$ cat src/rtl/core/biquad_pkg.sv
// Shared definitions for the cascaded biquad IIR filter: default sizes,
// register indexes, coefficient slots and the controller-to-datapath command.
// No dependencies.
package biquad_pkg;

  localparam int MAX_SECTIONS_DEF = 8;
  localparam int SAMPLE_WIDTH_DEF = 16;
  localparam int COEF_WIDTH_DEF   = 32;

  // Internal values carry this many fraction bits.
  localparam int FRAC_BITS = 8;

  localparam int CFG_INDEX_W = 2;
  localparam int CFG_DATA_W  = 32;
  localparam int SECTIONS_W  = 4;
  localparam int COEF_IDX_W  = 6;

  localparam logic [CFG_INDEX_W-1:0] CFG_SECTIONS   = 2'd0;
  localparam logic [CFG_INDEX_W-1:0] CFG_COEF_INDEX = 2'd1;
  localparam logic [CFG_INDEX_W-1:0] CFG_COEF_VALUE = 2'd2;

  localparam int SLOTS_PER_SECTION = 6;

  localparam logic [2:0] SLOT_GAIN = 3'd0;
  localparam logic [2:0] SLOT_B0   = 3'd1;
  localparam logic [2:0] SLOT_B1   = 3'd2;
  localparam logic [2:0] SLOT_B2   = 3'd3;
  localparam logic [2:0] SLOT_A1   = 3'd4;
  localparam logic [2:0] SLOT_A2   = 3'd5;

  localparam logic [2:0] OPD_X0 = 3'd0;
  localparam logic [2:0] OPD_X1 = 3'd1;
  localparam logic [2:0] OPD_X2 = 3'd2;
  localparam logic [2:0] OPD_F  = 3'd3;
  localparam logic [2:0] OPD_Y1 = 3'd4;
  localparam logic [2:0] OPD_Y2 = 3'd5;

  localparam logic [1:0] ACC_HOLD = 2'd0;
  localparam logic [1:0] ACC_LOAD = 2'd1;
  localparam logic [1:0] ACC_ADD  = 2'd2;
  localparam logic [1:0] ACC_SUB  = 2'd3;

  typedef struct packed {
    logic       sample_load;
    logic       row_rd;
    logic       row0_wr;
    logic       y_wr;
    logic       coef_rd;
    logic [2:0] coef_slot;
    logic       mul_en;
    logic [2:0] opd_sel;
    logic [1:0] acc_op;
    logic       f_load;
    logic       out_load;
  } dp_cmd_t;

endpackage

$ cat src/rtl/core/cascaded_biquad_iir_filter.sv
// Top level of the cascaded biquad IIR filter in direct form I.
// Instantiates biquad_ctrl and biquad_dp; depends on biquad_pkg.
//
//   Channel  Ports                                   Direction  Transfer
//   in       in_valid, in_ready, in_sample            input      one sample
//   out      out_valid, out_ready, out_filtered,      output     one result
//            out_saturated
//   cfg      cfg_valid, cfg_ready, cfg_index,         input      one register write
//            cfg_data
//
// Each sample passes through all n effective sections, where one shared multiplier
// computes six products per section. A new sample is accepted only after the previous
// result has been loaded into the output register.
// The result stays in the output register until its transfer; the controller waits to
// load the next result while it is still held. Configuration writes are always accepted.
// Reset is synchronous and clears the delay rows and coefficients through valid bits.
module cascaded_biquad_iir_filter #(
  parameter int MAX_SECTIONS = biquad_pkg::MAX_SECTIONS_DEF,
  parameter int SAMPLE_WIDTH = biquad_pkg::SAMPLE_WIDTH_DEF,
  parameter int COEF_WIDTH   = biquad_pkg::COEF_WIDTH_DEF
) (
  input  logic                               clk,
  input  logic                               rst_n,
  input  logic                               in_valid,
  output logic                               in_ready,
  input  logic signed [SAMPLE_WIDTH-1:0]     in_sample,
  output logic                               out_valid,
  input  logic                               out_ready,
  output logic signed [SAMPLE_WIDTH-1:0]     out_filtered,
  output logic                               out_saturated,
  input  logic                               cfg_valid,
  output logic                               cfg_ready,
  input  logic [biquad_pkg::CFG_INDEX_W-1:0] cfg_index,
  input  logic [biquad_pkg::CFG_DATA_W-1:0]  cfg_data
);

  localparam int RowAw = $clog2(MAX_SECTIONS + 1);

  biquad_pkg::dp_cmd_t cmd;
  logic [RowAw-1:0]    row_rd_addr;
  logic [RowAw-1:0]    row_wr_addr;
  logic [RowAw-1:0]    coef_sec;
  logic [RowAw-1:0]    eff_sections;

  assign cfg_ready = 1'b1;

  biquad_ctrl #(
    .MAX_SECTIONS(MAX_SECTIONS)
  ) u_ctrl (
    .clk          (clk),
    .rst_n        (rst_n),
    .in_valid     (in_valid),
    .in_ready     (in_ready),
    .out_valid    (out_valid),
    .out_ready    (out_ready),
    .eff_sections (eff_sections),
    .cmd          (cmd),
    .row_rd_addr  (row_rd_addr),
    .row_wr_addr  (row_wr_addr),
    .coef_sec     (coef_sec)
  );

  biquad_dp #(
    .MAX_SECTIONS(MAX_SECTIONS),
    .SAMPLE_WIDTH(SAMPLE_WIDTH),
    .COEF_WIDTH  (COEF_WIDTH)
  ) u_dp (
    .clk           (clk),
    .rst_n         (rst_n),
    .cfg_valid     (cfg_valid),
    .cfg_index     (cfg_index),
    .cfg_data      (cfg_data),
    .in_sample     (in_sample),
    .cmd           (cmd),
    .row_rd_addr   (row_rd_addr),
    .row_wr_addr   (row_wr_addr),
    .coef_sec      (coef_sec),
    .eff_sections  (eff_sections),
    .out_filtered  (out_filtered),
    .out_saturated (out_saturated)
  );

`ifndef ASSERT_OFF
  a_busy_after_accept: assert property (@(posedge clk) disable iff (!rst_n)
    (in_valid && in_ready) |=> !in_ready)
    else $error("input accepted while a sample is in progress");

  a_out_load_free: assert property (@(posedge clk) disable iff (!rst_n)
    cmd.out_load |-> (!out_valid || out_ready))
    else $error("output register overwritten before its transfer");

  a_row_wr_busy: assert property (@(posedge clk) disable iff (!rst_n)
    (cmd.y_wr || cmd.row0_wr) |-> !in_ready)
    else $error("delay row written while idle");

  a_single_row_wr: assert property (@(posedge clk) disable iff (!rst_n)
    !(cmd.y_wr && cmd.row0_wr))
    else $error("two delay row writes in one cycle");
`endif

endmodule

$ cat src/rtl/core/biquad_dp.sv
// Datapath of the cascaded biquad IIR filter: configuration registers,
// coefficient and delay row memories, shared multiply-accumulate unit, output register.
// Depends on biquad_pkg.
module biquad_dp #(
  parameter int MAX_SECTIONS = biquad_pkg::MAX_SECTIONS_DEF,
  parameter int SAMPLE_WIDTH = biquad_pkg::SAMPLE_WIDTH_DEF,
  parameter int COEF_WIDTH   = biquad_pkg::COEF_WIDTH_DEF,
  localparam int RowAw       = $clog2(MAX_SECTIONS + 1)
) (
  input  logic                                   clk,
  input  logic                                   rst_n,
  input  logic                                   cfg_valid,
  input  logic [biquad_pkg::CFG_INDEX_W-1:0]     cfg_index,
  input  logic [biquad_pkg::CFG_DATA_W-1:0]      cfg_data,
  input  logic signed [SAMPLE_WIDTH-1:0]         in_sample,
  input  biquad_pkg::dp_cmd_t                    cmd,
  input  logic [RowAw-1:0]                       row_rd_addr,
  input  logic [RowAw-1:0]                       row_wr_addr,
  input  logic [RowAw-1:0]                       coef_sec,
  output logic [RowAw-1:0]                       eff_sections,
  output logic signed [SAMPLE_WIDTH-1:0]         out_filtered,
  output logic                                   out_saturated
);

  localparam int IntW      = SAMPLE_WIDTH + biquad_pkg::FRAC_BITS;
  localparam int CoefFrac  = COEF_WIDTH - 3;
  localparam int ProdW     = IntW + COEF_WIDTH;
  localparam int RndW      = ProdW - CoefFrac;
  localparam int AccW      = IntW + 6;
  localparam int Rows      = MAX_SECTIONS + 1;
  localparam int CoefSlots = biquad_pkg::SLOTS_PER_SECTION * MAX_SECTIONS;
  localparam int CoefAw    = $clog2(CoefSlots);

  localparam logic signed [ProdW-1:0] ProdHalf = ProdW'(64'd1 << (CoefFrac - 1));
  localparam logic signed [AccW-1:0] AccMax =
    {{(AccW - IntW + 1){1'b0}}, {(IntW - 1){1'b1}}};
  localparam logic signed [AccW-1:0] AccMin =
    {{(AccW - IntW + 1){1'b1}}, {(IntW - 1){1'b0}}};
  localparam logic signed [SAMPLE_WIDTH:0] OutMax = {2'b00, {(SAMPLE_WIDTH - 1){1'b1}}};
  localparam logic signed [SAMPLE_WIDTH:0] OutMin = {2'b11, {(SAMPLE_WIDTH - 1){1'b0}}};
  localparam logic signed [IntW:0] OutHalf = (IntW + 1)'(1 << (biquad_pkg::FRAC_BITS - 1));

  logic [biquad_pkg::SECTIONS_W-1:0] sections_r;
  logic [biquad_pkg::COEF_IDX_W-1:0] coef_index_r;

  logic [COEF_WIDTH-1:0] coef_mem [CoefSlots];
  logic [CoefSlots-1:0]  coef_vld_r;
  logic signed [COEF_WIDTH-1:0] coef_q_r;
  logic                  coef_we;
  logic [CoefAw-1:0]     coef_waddr;
  logic [CoefAw-1:0]     coef_raddr;

  logic [3*IntW-1:0] row_mem [Rows];
  logic [Rows-1:0]   row_vld_r;
  logic [3*IntW-1:0] row_q_r;
  logic [3*IntW-1:0] xt_r;
  logic [3*IntW-1:0] row_new;
  logic              row_we;

  logic signed [SAMPLE_WIDTH-1:0] sample_r;
  logic signed [IntW-1:0]         x_scaled;
  logic signed [IntW-1:0]         opd;
  logic signed [ProdW-1:0]        p_r;
  logic signed [ProdW-1:0]        p_half;
  logic signed [RndW-1:0]         p_rnd;
  logic signed [AccW-1:0]         acc_r;
  logic signed [AccW-1:0]         acc_nxt;
  logic signed [IntW-1:0]         acc_sat;
  logic                           acc_hi;
  logic                           acc_lo;
  logic signed [IntW-1:0]         f_r;
  logic                           clip_r;

  logic signed [IntW:0]           y_sum;
  logic signed [SAMPLE_WIDTH:0]   y_out;
  logic                           out_hi;
  logic                           out_lo;
  logic signed [SAMPLE_WIDTH-1:0] out_filtered_r;
  logic                           out_saturated_r;

  always_ff @(posedge clk) begin
    if (!rst_n) begin
      sections_r   <= biquad_pkg::SECTIONS_W'(1);
      coef_index_r <= '0;
    end else if (cfg_valid) begin
      unique case (cfg_index)
        biquad_pkg::CFG_SECTIONS:   sections_r   <= cfg_data[biquad_pkg::SECTIONS_W-1:0];
        biquad_pkg::CFG_COEF_INDEX: coef_index_r <= cfg_data[biquad_pkg::COEF_IDX_W-1:0];
        default: ;
      endcase
    end
  end

  always_comb begin
    if (sections_r == '0) begin
      eff_sections = RowAw'(1);
    end else if (32'(sections_r) > 32'(MAX_SECTIONS)) begin
      eff_sections = RowAw'(MAX_SECTIONS);
    end else begin
      eff_sections = RowAw'(sections_r);
    end
  end

  assign coef_we = cfg_valid && (cfg_index == biquad_pkg::CFG_COEF_VALUE) &&
                   (32'(coef_index_r) < 32'(CoefSlots));
  assign coef_waddr = CoefAw'(coef_index_r);
  assign coef_raddr = CoefAw'(32'(coef_sec) * 32'(biquad_pkg::SLOTS_PER_SECTION) +
                              32'(cmd.coef_slot));

  always_ff @(posedge clk) begin
    if (coef_we) begin
      coef_mem[coef_waddr] <= cfg_data[COEF_WIDTH-1:0];
    end
    if (cmd.coef_rd) begin
      coef_q_r <= coef_vld_r[coef_raddr] ? coef_mem[coef_raddr] : '0;
    end
  end

  always_ff @(posedge clk) begin
    if (!rst_n) begin
      coef_vld_r <= '0;
    end else if (coef_we) begin
      coef_vld_r[coef_waddr] <= 1'b1;
    end
  end

  assign x_scaled = {sample_r, {biquad_pkg::FRAC_BITS{1'b0}}};
  assign row_we   = cmd.row0_wr || cmd.y_wr;
  assign row_new  = {row_q_r[2*IntW-1:0], (cmd.row0_wr ? x_scaled : acc_sat)};

  always_ff @(posedge clk) begin
    if (row_we) begin
      row_mem[row_wr_addr] <= row_new;
      xt_r                 <= row_new;
    end
    if (cmd.row_rd) begin
      row_q_r <= row_vld_r[row_rd_addr] ? row_mem[row_rd_addr] : '0;
    end
    if (cmd.sample_load) begin
      sample_r <= in_sample;
    end
  end

  always_ff @(posedge clk) begin
    if (!rst_n) begin
      row_vld_r <= '0;
    end else if (row_we) begin
      row_vld_r[row_wr_addr] <= 1'b1;
    end
  end

  always_comb begin
    case (cmd.opd_sel)
      biquad_pkg::OPD_X1: opd = xt_r[2*IntW-1:IntW];
      biquad_pkg::OPD_X2: opd = xt_r[3*IntW-1:2*IntW];
      biquad_pkg::OPD_F:  opd = f_r;
      biquad_pkg::OPD_Y1: opd = row_q_r[IntW-1:0];
      biquad_pkg::OPD_Y2: opd = row_q_r[2*IntW-1:IntW];
      default:            opd = xt_r[IntW-1:0];
    endcase
  end

  always_ff @(posedge clk) begin
    if (cmd.mul_en) begin
      p_r <= coef_q_r * opd;
    end
  end

  assign p_half = p_r + ProdHalf;
  assign p_rnd  = p_half[ProdW-1:CoefFrac];

  always_comb begin
    case (cmd.acc_op)
      biquad_pkg::ACC_LOAD: acc_nxt = AccW'(p_rnd);
      biquad_pkg::ACC_ADD:  acc_nxt = acc_r + AccW'(p_rnd);
      biquad_pkg::ACC_SUB:  acc_nxt = acc_r - AccW'(p_rnd);
      default:              acc_nxt = acc_r;
    endcase
  end

  always_ff @(posedge clk) begin
    acc_r <= acc_nxt;
    if (cmd.f_load) begin
      f_r <= acc_sat;
    end
  end

  assign acc_hi  = acc_r > AccMax;
  assign acc_lo  = acc_r < AccMin;
  assign acc_sat = acc_hi ? AccMax[IntW-1:0] : (acc_lo ? AccMin[IntW-1:0] : acc_r[IntW-1:0]);

  always_ff @(posedge clk) begin
    if (!rst_n) begin
      clip_r <= 1'b0;
    end else if (cmd.sample_load) begin
      clip_r <= 1'b0;
    end else if ((cmd.f_load || cmd.y_wr) && (acc_hi || acc_lo)) begin
      clip_r <= 1'b1;
    end
  end

  assign y_sum  = {xt_r[IntW-1], xt_r[IntW-1:0]} + OutHalf;
  assign y_out  = y_sum[IntW:biquad_pkg::FRAC_BITS];
  assign out_hi = y_out > OutMax;
  assign out_lo = y_out < OutMin;

  always_ff @(posedge clk) begin
    if (cmd.out_load) begin
      out_filtered_r  <= out_hi ? OutMax[SAMPLE_WIDTH-1:0] :
                         (out_lo ? OutMin[SAMPLE_WIDTH-1:0] : y_out[SAMPLE_WIDTH-1:0]);
      out_saturated_r <= clip_r || out_hi || out_lo;
    end
  end

  assign out_filtered  = out_filtered_r;
  assign out_saturated = out_saturated_r;

endmodule

$ cat src/rtl/core/biquad_ctrl.sv
// Controller of the cascaded biquad IIR filter: sequences the shared
// multiply-accumulate over the sections and owns the channel handshakes.
// Depends on biquad_pkg.
module biquad_ctrl #(
  parameter int MAX_SECTIONS = biquad_pkg::MAX_SECTIONS_DEF,
  localparam int RowAw       = $clog2(MAX_SECTIONS + 1)
) (
  input  logic                clk,
  input  logic                rst_n,
  input  logic                in_valid,
  output logic                in_ready,
  output logic                out_valid,
  input  logic                out_ready,
  input  logic [RowAw-1:0]    eff_sections,
  output biquad_pkg::dp_cmd_t cmd,
  output logic [RowAw-1:0]    row_rd_addr,
  output logic [RowAw-1:0]    row_wr_addr,
  output logic [RowAw-1:0]    coef_sec
);

  localparam logic [3:0] ST_IDLE = 4'd0;
  localparam logic [3:0] ST_ROW0 = 4'd1;
  localparam logic [3:0] ST_P0   = 4'd2;
  localparam logic [3:0] ST_P1   = 4'd3;
  localparam logic [3:0] ST_P2   = 4'd4;
  localparam logic [3:0] ST_P3   = 4'd5;
  localparam logic [3:0] ST_F    = 4'd6;
  localparam logic [3:0] ST_G    = 4'd7;
  localparam logic [3:0] ST_A1   = 4'd8;
  localparam logic [3:0] ST_A2   = 4'd9;
  localparam logic [3:0] ST_A3   = 4'd10;
  localparam logic [3:0] ST_Y    = 4'd11;
  localparam logic [3:0] ST_OUT  = 4'd12;

  logic [3:0]       state_r;
  logic [3:0]       state_nxt;
  logic [RowAw-1:0] sec_r;
  logic [RowAw-1:0] sec_nxt;
  logic [RowAw-1:0] sec_inc;
  logic             out_valid_r;
  logic             out_valid_nxt;

  assign sec_inc = RowAw'(32'(sec_r) + 32'd1);

  always_comb begin
    state_nxt   = state_r;
    sec_nxt     = sec_r;
    cmd         = '0;
    in_ready    = 1'b0;
    row_rd_addr = '0;
    row_wr_addr = sec_inc;
    coef_sec    = sec_r;
    unique case (state_r)
      ST_IDLE: begin
        in_ready = 1'b1;
        if (in_valid) begin
          cmd.sample_load = 1'b1;
          cmd.row_rd      = 1'b1;
          sec_nxt         = '0;
          state_nxt       = ST_ROW0;
        end
      end
      ST_ROW0: begin
        cmd.row0_wr   = 1'b1;
        row_wr_addr   = '0;
        cmd.row_rd    = 1'b1;
        row_rd_addr   = RowAw'(1);
        cmd.coef_rd   = 1'b1;
        cmd.coef_slot = biquad_pkg::SLOT_B0;
        state_nxt     = ST_P0;
      end
      ST_P0: begin
        cmd.mul_en    = 1'b1;
        cmd.opd_sel   = biquad_pkg::OPD_X0;
        cmd.coef_rd   = 1'b1;
        cmd.coef_slot = biquad_pkg::SLOT_B1;
        state_nxt     = ST_P1;
      end
      ST_P1: begin
        cmd.mul_en    = 1'b1;
        cmd.opd_sel   = biquad_pkg::OPD_X1;
        cmd.acc_op    = biquad_pkg::ACC_LOAD;
        cmd.coef_rd   = 1'b1;
        cmd.coef_slot = biquad_pkg::SLOT_B2;
        state_nxt     = ST_P2;
      end
      ST_P2: begin
        cmd.mul_en    = 1'b1;
        cmd.opd_sel   = biquad_pkg::OPD_X2;
        cmd.acc_op    = biquad_pkg::ACC_ADD;
        cmd.coef_rd   = 1'b1;
        cmd.coef_slot = biquad_pkg::SLOT_GAIN;
        state_nxt     = ST_P3;
      end
      ST_P3: begin
        cmd.acc_op = biquad_pkg::ACC_ADD;
        state_nxt  = ST_F;
      end
      ST_F: begin
        cmd.f_load = 1'b1;
        state_nxt  = ST_G;
      end
      ST_G: begin
        cmd.mul_en    = 1'b1;
        cmd.opd_sel   = biquad_pkg::OPD_F;
        cmd.coef_rd   = 1'b1;
        cmd.coef_slot = biquad_pkg::SLOT_A1;
        state_nxt     = ST_A1;
      end
      ST_A1: begin
        cmd.mul_en    = 1'b1;
        cmd.opd_sel   = biquad_pkg::OPD_Y1;
        cmd.acc_op    = biquad_pkg::ACC_LOAD;
        cmd.coef_rd   = 1'b1;
        cmd.coef_slot = biquad_pkg::SLOT_A2;
        state_nxt     = ST_A2;
      end
      ST_A2: begin
        cmd.mul_en  = 1'b1;
        cmd.opd_sel = biquad_pkg::OPD_Y2;
        cmd.acc_op  = biquad_pkg::ACC_SUB;
        state_nxt   = ST_A3;
      end
      ST_A3: begin
        cmd.acc_op = biquad_pkg::ACC_SUB;
        state_nxt  = ST_Y;
      end
      ST_Y: begin
        cmd.y_wr = 1'b1;
        if (sec_inc == eff_sections) begin
          state_nxt = ST_OUT;
        end else begin
          sec_nxt       = sec_inc;
          cmd.row_rd    = 1'b1;
          row_rd_addr   = RowAw'(32'(sec_r) + 32'd2);
          cmd.coef_rd   = 1'b1;
          cmd.coef_slot = biquad_pkg::SLOT_B0;
          coef_sec      = sec_inc;
          state_nxt     = ST_P0;
        end
      end
      ST_OUT: begin
        if (!out_valid_r || out_ready) begin
          cmd.out_load = 1'b1;
          state_nxt    = ST_IDLE;
        end
      end
      default: begin
        state_nxt = ST_IDLE;
      end
    endcase
  end

  always_comb begin
    out_valid_nxt = out_valid_r;
    if (cmd.out_load) begin
      out_valid_nxt = 1'b1;
    end else if (out_ready) begin
      out_valid_nxt = 1'b0;
    end
  end

  always_ff @(posedge clk) begin
    if (!rst_n) begin
      state_r     <= ST_IDLE;
      sec_r       <= '0;
      out_valid_r <= 1'b0;
    end else begin
      state_r     <= state_nxt;
      sec_r       <= sec_nxt;
      out_valid_r <= out_valid_nxt;
    end
  end

  assign out_valid = out_valid_r;

endmodule
$ cat config.mk
export PLATFORM = sky130hd
export DESIGN_NAME = cascaded_biquad_iir_filter
export DESIGN_NICKNAME = d
export VERILOG_FILES = /design/src/rtl/core/biquad_pkg.sv /design/src/rtl/core/cascaded_biquad_iir_filter.sv /design/src/rtl/core/biquad_dp.sv /design/src/rtl/core/biquad_ctrl.sv
export SDC_FILE = /design/constraint.sdc
export NUM_CORES = 2
export LEC_CHECK = 0
export ABC_AREA = 1
export BUFFER_PORTS_ARGS = -buffer_cell sky130_fd_sc_hd__buf_2
export CORE_MARGIN = 1.5
export CORE_UTILIZATION = 50
export DETAILED_ROUTE_END_ITERATION = 16
export GPL_ROUTABILITY_DRIVEN = 0
export PLACE_DENSITY_LB_ADDON = 0.2
export SYNTH_ARGS = -nofsm -noshare
export SYNTH_HDL_FRONTEND = slang
export SYNTH_SLANG_ARGS = --single-unit
export TNS_END_PERCENT = 1
$ cat constraint.sdc
create_clock -name clk -period 13.97 [get_ports clk]
set_clock_uncertainty 0.1 [all_clocks]
set_input_delay 1.397 -clock clk [delete_from_list [all_inputs] [get_ports clk]]
set_output_delay 1.397 -clock clk [all_outputs]
set_load 0.05 [all_outputs]
After elaboration in Yosys (flattened, before gate mapping). Memories as Yosys holds them, arrays and structs flattened. A register that Yosys moved wholly into a read port is not among the register bits. Cells that the tools add are included.

Bitwise operators: 3. Multipliers: 2. Reduce and logical (&&, ||, !) cells: 28. Add/subtract/negate cells: 7. Magnitude comparators: 12. Multiplexer cells: 47. Equality and inequality tests: 25.

Operator list (count): one-hot mux 24 bit (5 select lines) (1); one-hot mux 30 bit (3 select lines) (1); 2-to-1 mux 24 bit (3); adder 56 x 30 -> 56 bit (second input constant) (1); multiplier 32 x 24 -> 56 bit (1); one-hot mux 4 bit (13 select lines) (1); OR 48 bit (1); 2-to-1 mux 4 bit (11); adder 30 x 27 -> 30 bit (1); > comparator 30 x 24 -> 1 bit (second input constant) (1); less-than comparator 30 x 24 -> 1 bit (second input constant) (1); subtractor 30 x 27 -> 30 bit (1); one-hot mux 4 bit (7 select lines) (1); adder 24 x 9 -> 25 bit (second input constant) (1); one-hot mux 4 bit (6 select lines) (1); equality test 4 bit (second input constant) (5); 2-to-1 mux 1 bit (18); > comparator 17 x 16 -> 1 bit (second input constant) (1); less-than comparator 17 x 16 -> 1 bit (second input constant) (1); equality test 4 x 3 -> 1 bit (second input constant) (4); 2-to-1 mux 16 bit (1); one-hot mux 4 bit (2 select lines) (2); less-than comparator 6 x 7 -> 1 bit (second input constant) (2); less-than comparator 4 x 5 -> 1 bit (second input constant) (2); other kinds (36) (61).

Flip-flop bits (word level): 292. Bits in writable memories: 2184. Word-level logic and storage cells: 141. Input bits: 55. Memories: 2. Output and inout port bits: 20.

Memories: u_dp.coef_mem (words 48, width 32, read ports 1, clocked after memory_dff 1, wr ports 1, line biquad_dp.sv:46) `logic [COEF_WIDTH-1:0] coef_mem [CoefSlots];`; u_dp.row_mem (words 9, width 72, read ports 1, clocked after memory_dff 1, wr ports 1, line biquad_dp.sv:53) `logic [3*IntW-1:0] row_mem [Rows];`.

Logic depth before layout (Yosys ltp).
Depth in word-level cells: 11. Depth in mapped cells: 46. Mapped depth without buffers: 44.

Modules after synthesis. A second synthesis with hierarchy kept.

Cells, all modules: 10493. Area total of the unflattened synthesis: 119841.2 um2.

Modules (own cells, without submodules): biquad_dp (cells each 10336, times used 1, seq. area each 68475.7 um2, area each 118941.6 um2); biquad_ctrl (cells each 155, times used 1, seq. area each 180.2 um2, area each 888.4 um2); cascaded_biquad_iir_filter (cells each 2, times used 1, seq. area each 0.0 um2, area each 11.3 um2).

Worst setup path after synthesis. OpenSTA, ideal clock, no wires.

Kind: register -> register. Start: reg u_ctrl.state_r[0]. End: reg u_dp.p_r[54] (data pin). Setup slack: 5060 ps. Data required time: 13618 ps. Period minus slack after synthesis: 8910 ps. Buffers on the path: 2. Stages on the path, launching flop included: 37. Data arrival time: 8558 ps. Library setup time: 252 ps. Path through: dfxtp_1 > nand2_2 > nand2_1 > nand2_2 > ha_1 > nand2_1 > nand3_1 > nand3_1 > inv_2 > buf_2 > nand2_1 > nand2_1 > a221oi_1 > nand3_1 > o21ai_0 > clkbuf_1 > nor2_1 > fa_1 > fa_1 > inv_1 > fa_1 > inv_1 > fa_1 > fa_1 > fa_1 > fa_1 > ha_1 > a21oi_1 > inv_1 > a31oi_1 > o21ai_0 > inv_1 > o21ai_0 > a221oi_1 > nand2_1 > nand2_1 > nand2_1.

Word-level cells in the longest chain between the ends: 5. Elaborated cells on any way between the ends: 14. Classes of those cells: mul (1); eq/ne (11); mux (2).

RTL lines: start, declared (line biquad_ctrl.sv:35) `logic [3:0] state_r;`; start signal, assigned (line biquad_ctrl.sv:169) `state_r <= state_nxt;`; equality test 4 bit (tied with other cells) (line biquad_ctrl.sv:53) `unique case (state_r)`; one-hot mux 4 bit (6 select lines) (*) (line biquad_ctrl.sv:53); equality test 3 bit (tied with other cells) (line biquad_dp.sv:153) `case (cmd.opd_sel)`; one-hot mux 24 bit (5 select lines) (*) (line biquad_dp.sv:153); multiplier 32 x 24 -> 56 bit (*) (line biquad_dp.sv:165) `p_r <= coef_q_r * opd;`; end signal, assigned (line biquad_dp.sv:165); end, declared (line biquad_dp.sv:63) `logic signed [ProdW-1:0] p_r;`.

Mark *: on every way between the ends. The rest lies on a longest branch, timed or not. A chain may end at the register's enable or synchronous reset.

Final worst setup path.
Start: reg u_ctrl.state_r[0]. End: reg u_dp.p_r[49] (data pin).

Same word-level chain as after synthesis.

==> flow_summary.yaml <==
status:
  run_status: "finished, violations left"
  failed_checks: "capacitance limit, slew limit"
worst_setup_path:
  r2r-start: "u_ctrl.state_r[0]"
  crit_top_cell: "nand2_1"
  worst-path-max-fanout: 31
  reg2reg_depth: 35
  r2r-end: "u_dp.p_r[49]"
  r2r_slack_ns: 3.83
  worstPathRequired_ns: 14.44
  path_depth: 35
  cp.arrival_ns: 10.61
  critPathTopFamily: "adder cells"
  max_stage_delay_ns: 1.16
  critPathCapture: "u_dp.p_r[49]"
  slowest_stage: "o21ai_0"
  critPathKind: "flop to flop"
  crit_path_end_kind: "flop"
  crit_buf_inv: 9
  startpoint: "u_ctrl.state_r[0]"
  cp-start-kind: "flop"
logic_synthesis:
  synth-seq-cells: 2312
  ys_seq_area_share_pct: 56.0
  ys_warn_count: 0
  async_flop_share_pct: 0
  syn_inst: 11100
  yosys_most_used_dff: "edfxtp_1"
  synthDistinctLibCells: 60
  synth_edf_count: 2235
  synth_area_um2: 123000
  syn-num-nets: 12100
  syn_area_per_cell_um2: 11.1
clock_tree:
  clk_latency_ns: 0.96
  post_cts_buffers: 0
  cts_tree: "yes"
  clockRootBuffer: "clkbuf_16"
  postCtsHoldBufs: 0
  clk_pin_slew_worst_paths_ns: 0.06
  numClockSinks: 2312
  clockBufferDepth: 3
  cts_resized: 0
  cts_buffers: 236
  htreeDepth: 4
routing:
  via_per_inst: 5.85
  post_drt_wl_per_cell_um: 24.4
  drtAntennaViolNets: 0
  drcViolationCount: 0
  drtPass1Iterations: 6
  drt_iter0_drc: 9196
  vias: 84100
  routed_wl_um: 351000
placement:
  post-dp-hpwl_um: 219000
  place_inst: 13900
  port_buffers: 73
timing:
  min_period_ns: 10.14
  slew_viol_final: 5
  tns_ns: 0
  slew_headroom_pct: -1.87
  worst_slew_pin_slew_ns: 1.51
  rsz0062_at_grt: "false"
  clock.fmax_ghz: 0.0986
  setup_violations: 0
  finalHoldViolations: 0
  period_share_pct: 72.6
floorplanning:
  die_area_um2: 248000
  pin_count: 75
  start_util_pct: 50.3
  fp.dieW_um: 498
  std_cell_rows: 181
  die_h_um: 498
  core_area_um2: 244000
global_route:
  grt_max_degree: 191
  grt_pass1_wl_um: 525000
  antenna_found_initial: 15
  track_usage_pct: 28.1
  globalRouteOverflowTotal: 0
  grt_pass1_vias: 83600
run:
  maxCapViolCount: 2
worst_hold_path:
  hold_class: "flop to flop"
  min_delay_path_depth: 0
cells_and_area:
  n_fill_cell: 20400
  area_growth_syn_to_layout_pct: 9.58
  nets: 12000
  drive_gt1_share_pct: 7.54
  layoutNonFillerInstCount: 14400
-- sequential cells by signal, summed over array words and instances (netlist names) --
signal	flops
u_dp.sample_r	16
u_dp.sections_r	4
u_ctrl.out_valid	1
u_dp.row_mem	432
u_dp.coef_index_r	6
u_dp.coef_q_r	32
u_dp.acc_r	30
u_ctrl.sec_r	4
u_dp.row_vld_r	9
u_ctrl.state_r	4
u_dp.f_r	24
u_dp.xt_r	72
u_dp.coef_vld_r	48
u_dp.out_saturated	1
u_dp.p_r	28
u_dp.out_filtered	16
u_dp.coef_mem	1536
u_dp.clip_r	1
u_dp.row_q_r	48
-- cell usage in the layout, fill, tap and decap left out, drive strengths merged, types with 3 or more instances in the layout --
cell / Yosys / layout
a21o: 8 / 8
clkinvlp: 0 / 6
nor4: 11 / 11
nand3: 721 / 721
inv: 1463 / 1467
nor2: 1130 / 1130
xnor2: 29 / 29
a32o: 35 / 35
clkinv: 9 / 129
edfxtp: 2235 / 2235
fa: 785 / 785
nand4: 29 / 29
xor2: 80 / 80
o21ai: 925 / 925
or2: 205 / 205
o31ai: 7 / 7
diode: 0 / 3
a21oi: 153 / 153
ha: 187 / 187
nor3: 57 / 57
dfxtp: 77 / 77
a22o: 14 / 14
o2111ai: 4 / 4
o21bai: 112 / 112
clkbuf: 404 / 285
buf: 192 / 257
bufinv: 0 / 23
o22ai: 6 / 6
o21a: 72 / 72
a31oi: 89 / 89
a221oi: 22 / 22
nand2: 1623 / 1623
o211ai: 372 / 372
-- kinds of logic after synthesis --
family / count (synthesis) / synth area share, %
and+or+nand+nor: 3781 / 12.9
DFF: 2312 / 56.0
buffers and inverters: 2068 / 6.54
AOI/OAI and AO/OA: 1829 / 9.05
adders and majority gates: 972 / 14.7
xor gates and xnor gates: 109 / 0.784
other: 1 / 0.00306
muxes: 1 / 0.00816
-- per-layer routing --
metal  routed length (µm)  GRT usage [%]  vias to the layer above
met1               141000           38.1                    42300
li1                     -              -                    37100
met2               166000           45.8                     3905
met4                13000           9.82                        4
met5                   28              0                        -
met3                29700           4.83                      736
-- area by class of cell --
type	instances	area, µm²	area share [%]
Sequential cell	2312	68700	51.1
Tap cell	3202	4010	2.98
Antenna cell	3	7.51	0.00558
Clock inverter	153	1630	1.21
Inverter	1472	5560	4.13
Multi-Input combinational cell	6693	46600	34.6
Timing Repair Buffer	257	1820	1.36
Clock buffer	285	6170	4.59
-- stage by stage --
| step | util, % | hold WS (ns) | worst slack (ns) | instance area [µm²] |
|---|---|---|---|---|
| finish | 55.2 | 0.349 | 3.83 | 134000 |
| global placement | 52.0 | 0.341 | 4.35 | 127000 |
| detailed placement | 52.0 | 0.343 | 4.17 | 127000 |
| floorplan | - | 0.324 | 5.06 | 123000 |
| global route | 55.2 | 0.368 | 3.32 | 134000 |
| CTS | 55.2 | 0.345 | 4.05 | 134000 |
-- how the worst min path moves through the flow --
stage,start,to,slack [ns]
after global placement,u_dp.coef_vld_r[6],u_dp.coef_vld_r[6],0.34
final,u_dp.row_q_r[41],u_dp.xt_r[65],0.35
after global routing,u_dp.row_q_r[41],u_dp.xt_r[65],0.37
after floorplan,u_dp.sections_r[0],u_dp.sections_r[0],0.32
after detailed placement,u_dp.sections_r[0],u_dp.sections_r[0],0.34
after CTS,u_dp.row_q_r[41],u_dp.xt_r[65],0.35
-- cell usage after synthesis (5+ instances only) --
| library cell | instances | area [µm²] |
|---|---|---|
| a21o_1 | 8 | 60.1 |
| a21oi_1 | 151 | 756 |
| a221oi_1 | 22 | 193 |
| a22o_1 | 14 | 123 |
| a31oi_1 | 89 | 557 |
| a32o_1 | 35 | 350 |
| buf_1 | 51 | 191 |
| buf_2 | 122 | 611 |
| buf_4 | 9 | 67.6 |
| buf_6 | 10 | 113 |
| clkbuf_1 | 404 | 1520 |
| clkinv_1 | 9 | 33.8 |
| dfxtp_1 | 77 | 1540 |
| edfxtp_1 | 2235 | 67100 |
| fa_1 | 785 | 15700 |
| ha_1 | 187 | 2340 |
| inv_1 | 1441 | 5410 |
| inv_2 | 22 | 82.6 |
| nand2_1 | 1618 | 6070 |
| nand2_2 | 5 | 31.3 |
| nand3_1 | 719 | 3600 |
| nand4_1 | 29 | 181 |
| nor2_1 | 1123 | 4220 |
| nor2_2 | 6 | 37.5 |
| nor3_1 | 56 | 280 |
| nor4_1 | 11 | 68.8 |
| o211ai_1 | 372 | 2790 |
| o21a_1 | 72 | 541 |
| o21ai_0 | 886 | 4430 |
| o21ai_1 | 34 | 170 |
| o21bai_1 | 112 | 841 |
| o22ai_1 | 6 | 37.5 |
| o31ai_1 | 6 | 45.0 |
| or2_0 | 67 | 419 |
| or2_1 | 20 | 125 |
| or2_2 | 118 | 738 |
| xnor2_1 | 28 | 245 |
| xor2_1 | 80 | 701 |
Power is not shown: default switching activity piles up to over one toggle a cycle in this logic, so the estimate is an artifact.
